$ cat src/sv/kbc_pkg.sv
// Shared types and constants for the keyed blit clipping filter.
`timescale 1ns / 1ps
package kbc_pkg;

  localparam int CoordW = 16;
  localparam int PixW   = 32;
  localparam int RgbW   = 24;
  localparam int AddrW  = 5;
  localparam int DataW  = 32;

  typedef enum logic [2:0] {
    RegSourceSize  = 3'd0,
    RegTargetSize  = 3'd1,
    RegRectOrigin  = 3'd2,
    RegRectExtent  = 3'd3,
    RegPlaceOrigin = 3'd4,
    RegColorKey    = 3'd5,
    RegKeyEnable   = 3'd6
  } reg_idx_e;

  typedef struct packed {
    logic [31:0]     source_size;
    logic [31:0]     target_size;
    logic [31:0]     rect_origin;
    logic [31:0]     rect_extent;
    logic [31:0]     place_origin;
    logic [RgbW-1:0] color_key;
    logic            key_enable;
  } cfg_t;

  typedef struct packed {
    logic              hit;
    logic [CoordW-1:0] dst;
  } axis_res_t;

endpackage

$ cat src/sv/kbc_if.sv
// Pixel input and result output stream interfaces.
`timescale 1ns / 1ps
interface kbc_in_if;
  import kbc_pkg::*;
  logic              valid;
  logic              ready;
  logic [CoordW-1:0] src_x;
  logic [CoordW-1:0] src_y;
  logic [PixW-1:0]   pixel;
  modport source(output valid, src_x, src_y, pixel, input ready);
  modport sink(input valid, src_x, src_y, pixel, output ready);
endinterface

interface kbc_out_if;
  import kbc_pkg::*;
  logic              valid;
  logic              ready;
  logic              in_region;
  logic              write_enable;
  logic [CoordW-1:0] dst_x;
  logic [CoordW-1:0] dst_y;
  logic [PixW-1:0]   pixel_out;
  modport source(output valid, in_region, write_enable, dst_x, dst_y, pixel_out,
                 input ready);
  modport sink(input valid, in_region, write_enable, dst_x, dst_y, pixel_out,
               output ready);
endinterface

$ cat src/sv/keyed_blit_with_clipping_top.sv
// Keyed blit write filter: source/destination rectangle clipping and color key.
// Three register stages lie between an input transfer and the earliest output transfer.
// Throughput: one pixel per cycle while out_o.ready holds; the three stages are source clip,
// destination clip, and region test with coordinate mapping.
// Stalls back up through the stage enables without losing or repeating items.
// Reset clears the valid bits and all configuration registers to zero.
`timescale 1ns / 1ps
module keyed_blit_with_clipping_top #(
  parameter int COORD_BITS = 16
) (
  input  logic                       clk_i,
  input  logic                       rst_ni,
  kbc_in_if.sink                     in_i,
  kbc_out_if.source                  out_o,
  input  logic                       psel,
  input  logic                       penable,
  input  logic                       pwrite,
  input  logic [kbc_pkg::AddrW-1:0]  paddr,
  input  logic [kbc_pkg::DataW-1:0]  pwdata,
  output logic [kbc_pkg::DataW-1:0]  prdata,
  output logic                       pready
);
  import kbc_pkg::*;

  cfg_t            cfg;
  axis_res_t       res_x, res_y;
  logic [2:0]      en;
  logic            v1_q, v2_q, v3_q;
  logic            km1_q, km2_q, km3_q;
  logic [PixW-1:0] pix1_q, pix2_q, pix3_q;
  logic            region;

  kbc_regs u_regs (
    .clk_i   (clk_i),
    .rst_ni  (rst_ni),
    .psel    (psel),
    .penable (penable),
    .pwrite  (pwrite),
    .paddr   (paddr),
    .pwdata  (pwdata),
    .prdata  (prdata),
    .pready  (pready),
    .cfg_o   (cfg)
  );

  // a stage loads when it is empty or its contents move on
  assign en[2]    = !v3_q || out_o.ready;
  assign en[1]    = !v2_q || en[2];
  assign en[0]    = !v1_q || en[1];
  assign in_i.ready = en[0];

  kbc_axis_pipe #(.CoordBits(COORD_BITS)) u_axis_x (
    .clk_i      (clk_i),
    .en_i       (en),
    .origin_i   (cfg.rect_origin[15:0]),
    .extent_i   (cfg.rect_extent[15:0]),
    .place_i    (cfg.place_origin[15:0]),
    .src_size_i (cfg.source_size[15:0]),
    .dst_size_i (cfg.target_size[15:0]),
    .coord_i    (in_i.src_x),
    .res_o      (res_x)
  );

  kbc_axis_pipe #(.CoordBits(COORD_BITS)) u_axis_y (
    .clk_i      (clk_i),
    .en_i       (en),
    .origin_i   (cfg.rect_origin[31:16]),
    .extent_i   (cfg.rect_extent[31:16]),
    .place_i    (cfg.place_origin[31:16]),
    .src_size_i (cfg.source_size[31:16]),
    .dst_size_i (cfg.target_size[31:16]),
    .coord_i    (in_i.src_y),
    .res_o      (res_y)
  );

  always_ff @(posedge clk_i or negedge rst_ni) begin
    if (!rst_ni) begin
      v1_q <= 1'b0;
      v2_q <= 1'b0;
      v3_q <= 1'b0;
    end else begin
      if (en[0]) v1_q <= in_i.valid;
      if (en[1]) v2_q <= v1_q;
      if (en[2]) v3_q <= v2_q;
    end
  end

  // key match is taken on entry and carried with the pixel
  always_ff @(posedge clk_i) begin
    if (en[0]) begin
      pix1_q <= in_i.pixel;
      km1_q  <= cfg.key_enable && (in_i.pixel[RgbW-1:0] == cfg.color_key);
    end
    if (en[1]) begin
      pix2_q <= pix1_q;
      km2_q  <= km1_q;
    end
    if (en[2]) begin
      pix3_q <= pix2_q;
      km3_q  <= km2_q;
    end
  end

  assign region             = res_x.hit && res_y.hit;
  assign out_o.valid        = v3_q;
  assign out_o.in_region    = region;
  assign out_o.write_enable = region && !km3_q;
  assign out_o.dst_x        = region ? res_x.dst : '0;
  assign out_o.dst_y        = region ? res_y.dst : '0;
  assign out_o.pixel_out    = pix3_q;

endmodule

$ cat src/sv/kbc_regs.sv
// APB register file holding the blit geometry and color key.
`timescale 1ns / 1ps
module kbc_regs (
  input  logic                       clk_i,
  input  logic                       rst_ni,
  input  logic                       psel,
  input  logic                       penable,
  input  logic                       pwrite,
  input  logic [kbc_pkg::AddrW-1:0]  paddr,
  input  logic [kbc_pkg::DataW-1:0]  pwdata,
  output logic [kbc_pkg::DataW-1:0]  prdata,
  output logic                       pready,
  output kbc_pkg::cfg_t              cfg_o
);
  import kbc_pkg::*;

  cfg_t     cfg_q, cfg_d;
  reg_idx_e idx;
  logic     wr_en;

  assign idx    = reg_idx_e'(paddr[AddrW-1:2]);
  assign wr_en  = psel && penable && pwrite;
  assign pready = 1'b1;
  assign cfg_o  = cfg_q;

  always_comb begin
    cfg_d = cfg_q;
    if (wr_en) begin
      unique case (idx)
        RegSourceSize:  cfg_d.source_size  = pwdata;
        RegTargetSize:  cfg_d.target_size  = pwdata;
        RegRectOrigin:  cfg_d.rect_origin  = pwdata;
        RegRectExtent:  cfg_d.rect_extent  = pwdata;
        RegPlaceOrigin: cfg_d.place_origin = pwdata;
        RegColorKey:    cfg_d.color_key    = pwdata[RgbW-1:0];
        RegKeyEnable:   cfg_d.key_enable   = pwdata[0];
        default: ;
      endcase
    end
  end

  always_comb begin
    unique case (idx)
      RegSourceSize:  prdata = cfg_q.source_size;
      RegTargetSize:  prdata = cfg_q.target_size;
      RegRectOrigin:  prdata = cfg_q.rect_origin;
      RegRectExtent:  prdata = cfg_q.rect_extent;
      RegPlaceOrigin: prdata = cfg_q.place_origin;
      RegColorKey:    prdata = DataW'(cfg_q.color_key);
      RegKeyEnable:   prdata = DataW'(cfg_q.key_enable);
      default:        prdata = '0;
    endcase
  end

  always_ff @(posedge clk_i or negedge rst_ni) begin
    if (!rst_ni) begin
      cfg_q <= '0;
    end else begin
      cfg_q <= cfg_d;
    end
  end

endmodule

$ cat src/sv/kbc_axis_pipe.sv
// Three-stage clip and map pipeline for one coordinate axis.
`timescale 1ns / 1ps
module kbc_axis_pipe #(
  parameter int CoordBits = 16
) (
  input  logic                        clk_i,
  input  logic [2:0]                  en_i,
  input  logic [kbc_pkg::CoordW-1:0]  origin_i,
  input  logic [kbc_pkg::CoordW-1:0]  extent_i,
  input  logic [kbc_pkg::CoordW-1:0]  place_i,
  input  logic [kbc_pkg::CoordW-1:0]  src_size_i,
  input  logic [kbc_pkg::CoordW-1:0]  dst_size_i,
  input  logic [kbc_pkg::CoordW-1:0]  coord_i,
  output kbc_pkg::axis_res_t          res_o
);
  import kbc_pkg::*;

  localparam int W = CoordBits + 3;

  // stage 1: clip the source rectangle to the source surface
  logic signed [W-1:0] s0, w0, srcsz, s1, w1, w2, sum1;
  logic signed [W-1:0] s1_q, w1_q, p1_q;
  logic                ok1_q;

  // stage 2: place on the destination and clip, shrinking the source edge
  logic signed [W-1:0] d0, dstsz, s2, dw1, d1, dw2, sum2;
  logic signed [W-1:0] s2_q, dw2_q, d2_q, p2_q;
  logic                ok2_q;

  // stage 3: region test and destination coordinate
  logic signed [W-1:0] end3, ofs3;
  logic                hit3;
  axis_res_t           res_q;

  always_comb begin
    s0    = W'(signed'(origin_i[CoordBits-1:0]));
    w0    = W'(signed'(extent_i[CoordBits-1:0]));
    srcsz = W'(src_size_i[CoordBits-1:0]);
    if (s0 < 0) begin
      s1 = '0;
      w1 = w0 + s0;
    end else begin
      s1 = s0;
      w1 = w0;
    end
    sum1 = s1 + w1;
    w2   = (sum1 > srcsz) ? srcsz - s1 : w1;
  end

  always_comb begin
    d0    = W'(signed'(place_i[CoordBits-1:0]));
    dstsz = W'(dst_size_i[CoordBits-1:0]);
    if (d0 < 0) begin
      s2  = s1_q - d0;
      dw1 = w1_q + d0;
      d1  = '0;
    end else begin
      s2  = s1_q;
      dw1 = w1_q;
      d1  = d0;
    end
    sum2 = d1 + dw1;
    dw2  = (sum2 > dstsz) ? dstsz - d1 : dw1;
  end

  always_comb begin
    end3 = s2_q + dw2_q;
    ofs3 = d2_q + (p2_q - s2_q);
    hit3 = ok2_q && (p2_q >= s2_q) && (p2_q < end3);
  end

  always_ff @(posedge clk_i) begin
    if (en_i[0]) begin
      s1_q  <= s1;
      w1_q  <= w2;
      ok1_q <= (w2 > 0);
      p1_q  <= W'(coord_i[CoordBits-1:0]);
    end
    if (en_i[1]) begin
      s2_q  <= s2;
      dw2_q <= dw2;
      d2_q  <= d1;
      ok2_q <= ok1_q && (dw2 > 0);
      p2_q  <= p1_q;
    end
    if (en_i[2]) begin
      res_q.hit <= hit3;
      res_q.dst <= hit3 ? CoordW'(ofs3[CoordBits-1:0]) : '0;
    end
  end

  assign res_o = res_q;

endmodule
$ cat src/flat_wrapper.sv
// flat-port wrapper written by rule: the top's interface ports become plain ports
module keyed_blit_with_clipping_top_flat import kbc_pkg::*;
#(
  parameter int COORD_BITS = 16
)
  (clk_i, rst_ni, psel, penable, pwrite, paddr, pwdata, prdata, pready, in_i_valid, in_i_src_x, in_i_src_y, in_i_pixel, in_i_ready, out_o_valid, out_o_in_region, out_o_write_enable, out_o_dst_x, out_o_dst_y, out_o_pixel_out, out_o_ready);
  kbc_in_if in_i_i ();
  kbc_out_if out_o_i ();
  input  logic clk_i;
  input  logic rst_ni;
  input  logic psel;
  input  logic penable;
  input  logic pwrite;
  input  logic [kbc_pkg::AddrW-1:0] paddr;
  input  logic [kbc_pkg::DataW-1:0] pwdata;
  output logic [kbc_pkg::DataW-1:0] prdata;
  output logic pready;
  input wire logic [$bits(in_i_i.valid)-1:0] in_i_valid;
  input wire logic [$bits(in_i_i.src_x)-1:0] in_i_src_x;
  input wire logic [$bits(in_i_i.src_y)-1:0] in_i_src_y;
  input wire logic [$bits(in_i_i.pixel)-1:0] in_i_pixel;
  output wire logic [$bits(in_i_i.ready)-1:0] in_i_ready;
  output wire logic [$bits(out_o_i.valid)-1:0] out_o_valid;
  output wire logic [$bits(out_o_i.in_region)-1:0] out_o_in_region;
  output wire logic [$bits(out_o_i.write_enable)-1:0] out_o_write_enable;
  output wire logic [$bits(out_o_i.dst_x)-1:0] out_o_dst_x;
  output wire logic [$bits(out_o_i.dst_y)-1:0] out_o_dst_y;
  output wire logic [$bits(out_o_i.pixel_out)-1:0] out_o_pixel_out;
  input wire logic [$bits(out_o_i.ready)-1:0] out_o_ready;
  assign in_i_i.valid = in_i_valid;
  assign in_i_i.src_x = in_i_src_x;
  assign in_i_i.src_y = in_i_src_y;
  assign in_i_i.pixel = in_i_pixel;
  assign in_i_ready = in_i_i.ready;
  assign out_o_valid = out_o_i.valid;
  assign out_o_in_region = out_o_i.in_region;
  assign out_o_write_enable = out_o_i.write_enable;
  assign out_o_dst_x = out_o_i.dst_x;
  assign out_o_dst_y = out_o_i.dst_y;
  assign out_o_pixel_out = out_o_i.pixel_out;
  assign out_o_i.ready = out_o_ready;
  keyed_blit_with_clipping_top #(.COORD_BITS(COORD_BITS)) u_core (.clk_i(clk_i), .rst_ni(rst_ni), .in_i(in_i_i), .out_o(out_o_i), .psel(psel), .penable(penable), .pwrite(pwrite), .paddr(paddr), .pwdata(pwdata), .prdata(prdata), .pready(pready));
endmodule
$ cat config.mk
export PLATFORM = sky130hd
export DESIGN_NAME = keyed_blit_with_clipping_top_flat
export DESIGN_NICKNAME = d
export VERILOG_FILES = /design/src/sv/kbc_pkg.sv /design/src/sv/kbc_if.sv /design/src/sv/keyed_blit_with_clipping_top.sv /design/src/sv/kbc_regs.sv /design/src/sv/kbc_axis_pipe.sv /design/src/flat_wrapper.sv
export SDC_FILE = /design/constraint.sdc
export NUM_CORES = 1
export LEC_CHECK = 0
export ABC_AREA = 0
export BUFFER_PORTS_ARGS = -buffer_cell sky130_fd_sc_hd__buf_2
export CAP_MARGIN = 20
export CORE_UTILIZATION = 55
export CTS_CLUSTER_DIAMETER = 30
export DETAILED_ROUTE_END_ITERATION = 10
export HOLD_SLACK_MARGIN = 0.06
export PLACE_DENSITY = 0.76
export SLEW_MARGIN = 20
export SYNTH_ARGS = -nofsm -noshare
export SYNTH_HDL_FRONTEND = slang
export SYNTH_HIERARCHICAL = 1
export SYNTH_SLANG_ARGS = --single-unit
$ cat constraint.sdc
create_clock -name clk_i -period 6.6 [get_ports clk_i]
set_clock_uncertainty 0.1 [all_clocks]
set_input_delay 0.33 -clock clk_i [delete_from_list [all_inputs] [get_ports clk_i]]
set_output_delay 0.33 -clock clk_i [all_outputs]
set_load 0.005 [all_outputs]
==> flow_metrics.env <==
export IMPL_max_slew_margin_pct=30.5
export IMPL_worst_setup_path_type="reg2reg"
export IMPL_first_pass_iters=5
export IMPL_power_density_mw_per_mm2=473
export IMPL_n_fill_cell=5484
export IMPL_post_route_drc_count=0
export IMPL_area_growth_pct=17.9
export IMPL_grt_usage_pct=29.4
export IMPL_fmax_mhz=157
export IMPL_synth_edf_count=375
export IMPL_synth_seq_cells=563
export IMPL_fin_crit_ps=6350
export IMPL_drtIter0Drc=2550
export IMPL_critPathLaunchType="register"
export IMPL_grt_pass1_wl_mm=170
export IMPL_cp_required_ps=6970
export IMPL_path_clk_slew_ps=50
export IMPL_dpl_hpwl_mm=82.1
export IMPL_die_x_um=273
export IMPL_syn_avg_cell_area_um2=10.4
export IMPL_io_pins=209
export IMPL_yosysTopAreaCell="edfxtp_1"
export IMPL_portBuffers=205
export IMPL_post_place_cells=4987
export IMPL_postPlaceCellArea_mm2=0.0424
export IMPL_cp_max_fo=14
export IMPL_routed_wl_mm=111
export IMPL_synthArstFlopShare_pct=33.4
export IMPL_fin_crit_sh_pct=96.3
export IMPL_nNetsFinal=4822
export IMPL_coreArea_mm2=0.0720
export IMPL_cts_sinks=563
export IMPL_yosysMostFrequentCell="inv_1"
export IMPL_syn_area_mm2=0.0403
export IMPL_setup_violations=0
export IMPL_insertion_delay_ps=680
export IMPL_drv_slew=0
export IMPL_ys_top_cells_by_area="edfxtp_1 28%, ha_1 13%, dfrtp_1 12%"
export IMPL_cts_tree="yes"
export IMPL_r2r_end="u_core/u_axis_x/w1_q[0]$_DFFE_PP_"
export IMPL_power_leakage_nw=21.8
export IMPL_via_per_inst=5.97
export IMPL_dp_worst_setup_slack_ps=-52.6
export IMPL_layout_drive_gt1_share_pct=17.1
export IMPL_grt_pass1_vias=30600
export IMPL_status="finished, final reports clean"
export IMPL_r2r_start="u_core/u_regs/cfg_o[89]$_DFFE_PN0P_"
export IMPL_hold_viol=0
export IMPL_tightest_slew_ps=1040
export IMPL_synth_top_cell_area_share_pct=28.0
export IMPL_cts_htree_levels=3
export IMPL_die_h_um=273
export IMPL_cts_root_buf="clkbuf_16"
export IMPL_grt_max_degree=175
export IMPL_grt_overflow_total=0
export IMPL_synth_cell_types=94
export IMPL_place_gp_congestion=0.950
export IMPL_finalWorstSetupSlack_ps=247
export IMPL_drv_cap=0
export IMPL_reg2reg_slack_ps=250
export IMPL_yosysWarningCount=6
export IMPL_row_count=98
export IMPL_antenna_found_initial=1
export IMPL_ys_seq_area_share_pct=39.6
export IMPL_worstPathArrival_ps=6730
export IMPL_synth_main_ff_cell="edfxtp_1"
export IMPL_die_area_mm2=0.0743
export IMPL_cp_end_kind="register"
export IMPL_num_vias=31600
export IMPL_ys_top_cells_by_count="435 x inv_1, 414 x ha_1, 375 x edfxtp_1, 234 x mux2_2, 212 x a21oi_1"
export IMPL_final_cell_area_mm2=0.0475
export IMPL_reg2regPathDepth=27
export IMPL_ir_drop_mv=0.394
export IMPL_routedWlPerCell_um=20.9
export IMPL_final_core_util_pct=66.0
export IMPL_detail_route_antenna_nets=0
export IMPL_hp_class="in2async"
export IMPL_netlist_instances=3877
export IMPL_numCtsBuffers=111
export IMPL_initial_core_util_pct=55.9
export IMPL_cts_buffer_depth=3
export IMPL_finalNonFillerCells=5300
==> how the worst max path moves through the flow <==
stage	cells after the start	slack [ps]	start	to
floorplan	23	390	u_core/u_regs/cfg_o[41]$_DFFE_PN0P_	u_core/u_axis_y/dw2_q[3]$_DFFE_PP_
global placement	23	-20	u_core/u_regs/cfg_o[41]$_DFFE_PN0P_	u_core/u_axis_y/dw2_q[1]$_DFFE_PP_
detailed placement	23	-50	u_core/u_axis_y/w1_q[0]$_DFFE_PP_	u_core/u_axis_y/dw2_q[1]$_DFFE_PP_
CTS	23	30	u_core/u_axis_y/w1_q[0]$_DFFE_PP_	u_core/u_axis_y/dw2_q[4]$_DFFE_PP_
global route	27	-30	u_core/u_axis_y/w1_q[0]$_DFFE_PP_	u_core/u_axis_y/dw2_q[4]$_DFFE_PP_
finish	27	250	u_core/u_regs/cfg_o[89]$_DFFE_PN0P_	u_core/u_axis_x/w1_q[0]$_DFFE_PP_
==> per-layer routing <==
layer	track usage, %	up-vias	share of wire, %
met1	42.4	15400	46
met5	0	-	0
met4	6.76	0	1.8
li1	-	14900	-
met2	46.8	1236	45
met3	4.38	134	7.4
==> where the power goes <==
part | switching (W) | leakage, nW | internal, W
sequential | 0.000799 | 6.32 | 0.00489
combinational | 0.00621 | 13.6 | 0.00483
clock | 0.00199 | 1.88 | 0.00372
==> through the flow <==
stage                     setup TNS, ps  total power (W)  hold WS, ps
final                                 0           0.0224          116
after global routing               -168           0.0240          121
after CTS                             0           0.0222         96.9
after detailed placement           -300           0.0163          221
after global placement            -41.4           0.0160          220
after floorplan                       0           0.0136        -65.6
==> area by class of cell <==
type / count / area, um2 / share of cell area (%)
Multi-Input combinational cell: 2790 / 22300 / 47.1
Sequential cell: 563 / 16000 / 33.6
Clock buffer: 133 / 2970 / 6.26
Timing Repair Buffer: 351 / 2450 / 5.16
Inverter: 437 / 1640 / 3.46
Tap cell: 950 / 1190 / 2.50
Clock inverter: 75 / 918 / 1.93
Antenna cell: 1 / 2.50 / 0.00527
==> worst max-delay path: stages (launching register included) <==
cell      delay, ps
dfrtp_1         410
ha_1            260
fa_1            410
a21o_1          170
a21oi_1         320
o21bai_1        110
a21oi_1         190
xnor2_1          90
mux2i_1         250
inv_1           130
ha_1            230
nor3_1          410
nand2b_1        100
o211ai_1        290
a21bo_2         220
nand2b_1         60
a211oi_1        230
nor2_1           70
ha_1            300
nand4_1         140
a21oi_1         150
o41ai_1         110
a311o_1         320
a21oi_1         190
o22a_2          330
buf_4           250
nor2_1           50
a21oi_1         260
==> sequential cells by signal (all words and copies together) (netlist names), 16 cells and up <==
register / cells
u_core/out_o.pixel_out: 32
u_core/pix1_q: 32
u_core/pix2_q: 32
u_core/u_axis_x/dw2_q: 19
u_core/u_axis_x/p1_q: 16
u_core/u_axis_x/p2_q: 16
u_core/u_axis_x/res_o: 17
u_core/u_axis_x/s2_q: 19
u_core/u_axis_x/w1_q: 19
u_core/u_axis_y/dw2_q: 19
u_core/u_axis_y/p1_q: 16
u_core/u_axis_y/p2_q: 16
u_core/u_axis_y/res_o: 17
u_core/u_axis_y/s2_q: 19
u_core/u_axis_y/w1_q: 19
u_core/u_regs/cfg_o: 185
==> what timing repair did <==
item / CTS / global route
cloned: 0 / 1
setup endpoints to repair: 15 / 58
hold endpoints to repair: 297 / 0
buffers inserted: 0 / 4
hold buffers: 98 / 0
gates resized for setup: 1 / 26
pin swaps: 0 / 6
==> layout by cell type (no fill, tap or decap), types with 111 or more instances in the layout <==
cell type	count
clkbuf_16	111
xnor2_1	140
o21ai_0	171
ha_1	414
nor2_1	207
mux2_2	234
edfxtp_1	375
inv_1	435
buf_2	203
a21oi_1	210
nand2_1	168
dfrtp_1	188
==> logic make-up after synthesis <==
group / count (synthesis) / synth area share [%]
fa+ha+maj: 460 / 15.1
flops: 563 / 39.6
simple gates: 880 / 11.3
mux: 359 / 9.78
xor+xnor: 223 / 4.85
buf+inv: 528 / 5.19
other cells: 3 / 0.0280
compound gates: 861 / 14.0
Note: power is estimated with default switching activity, not from simulation.
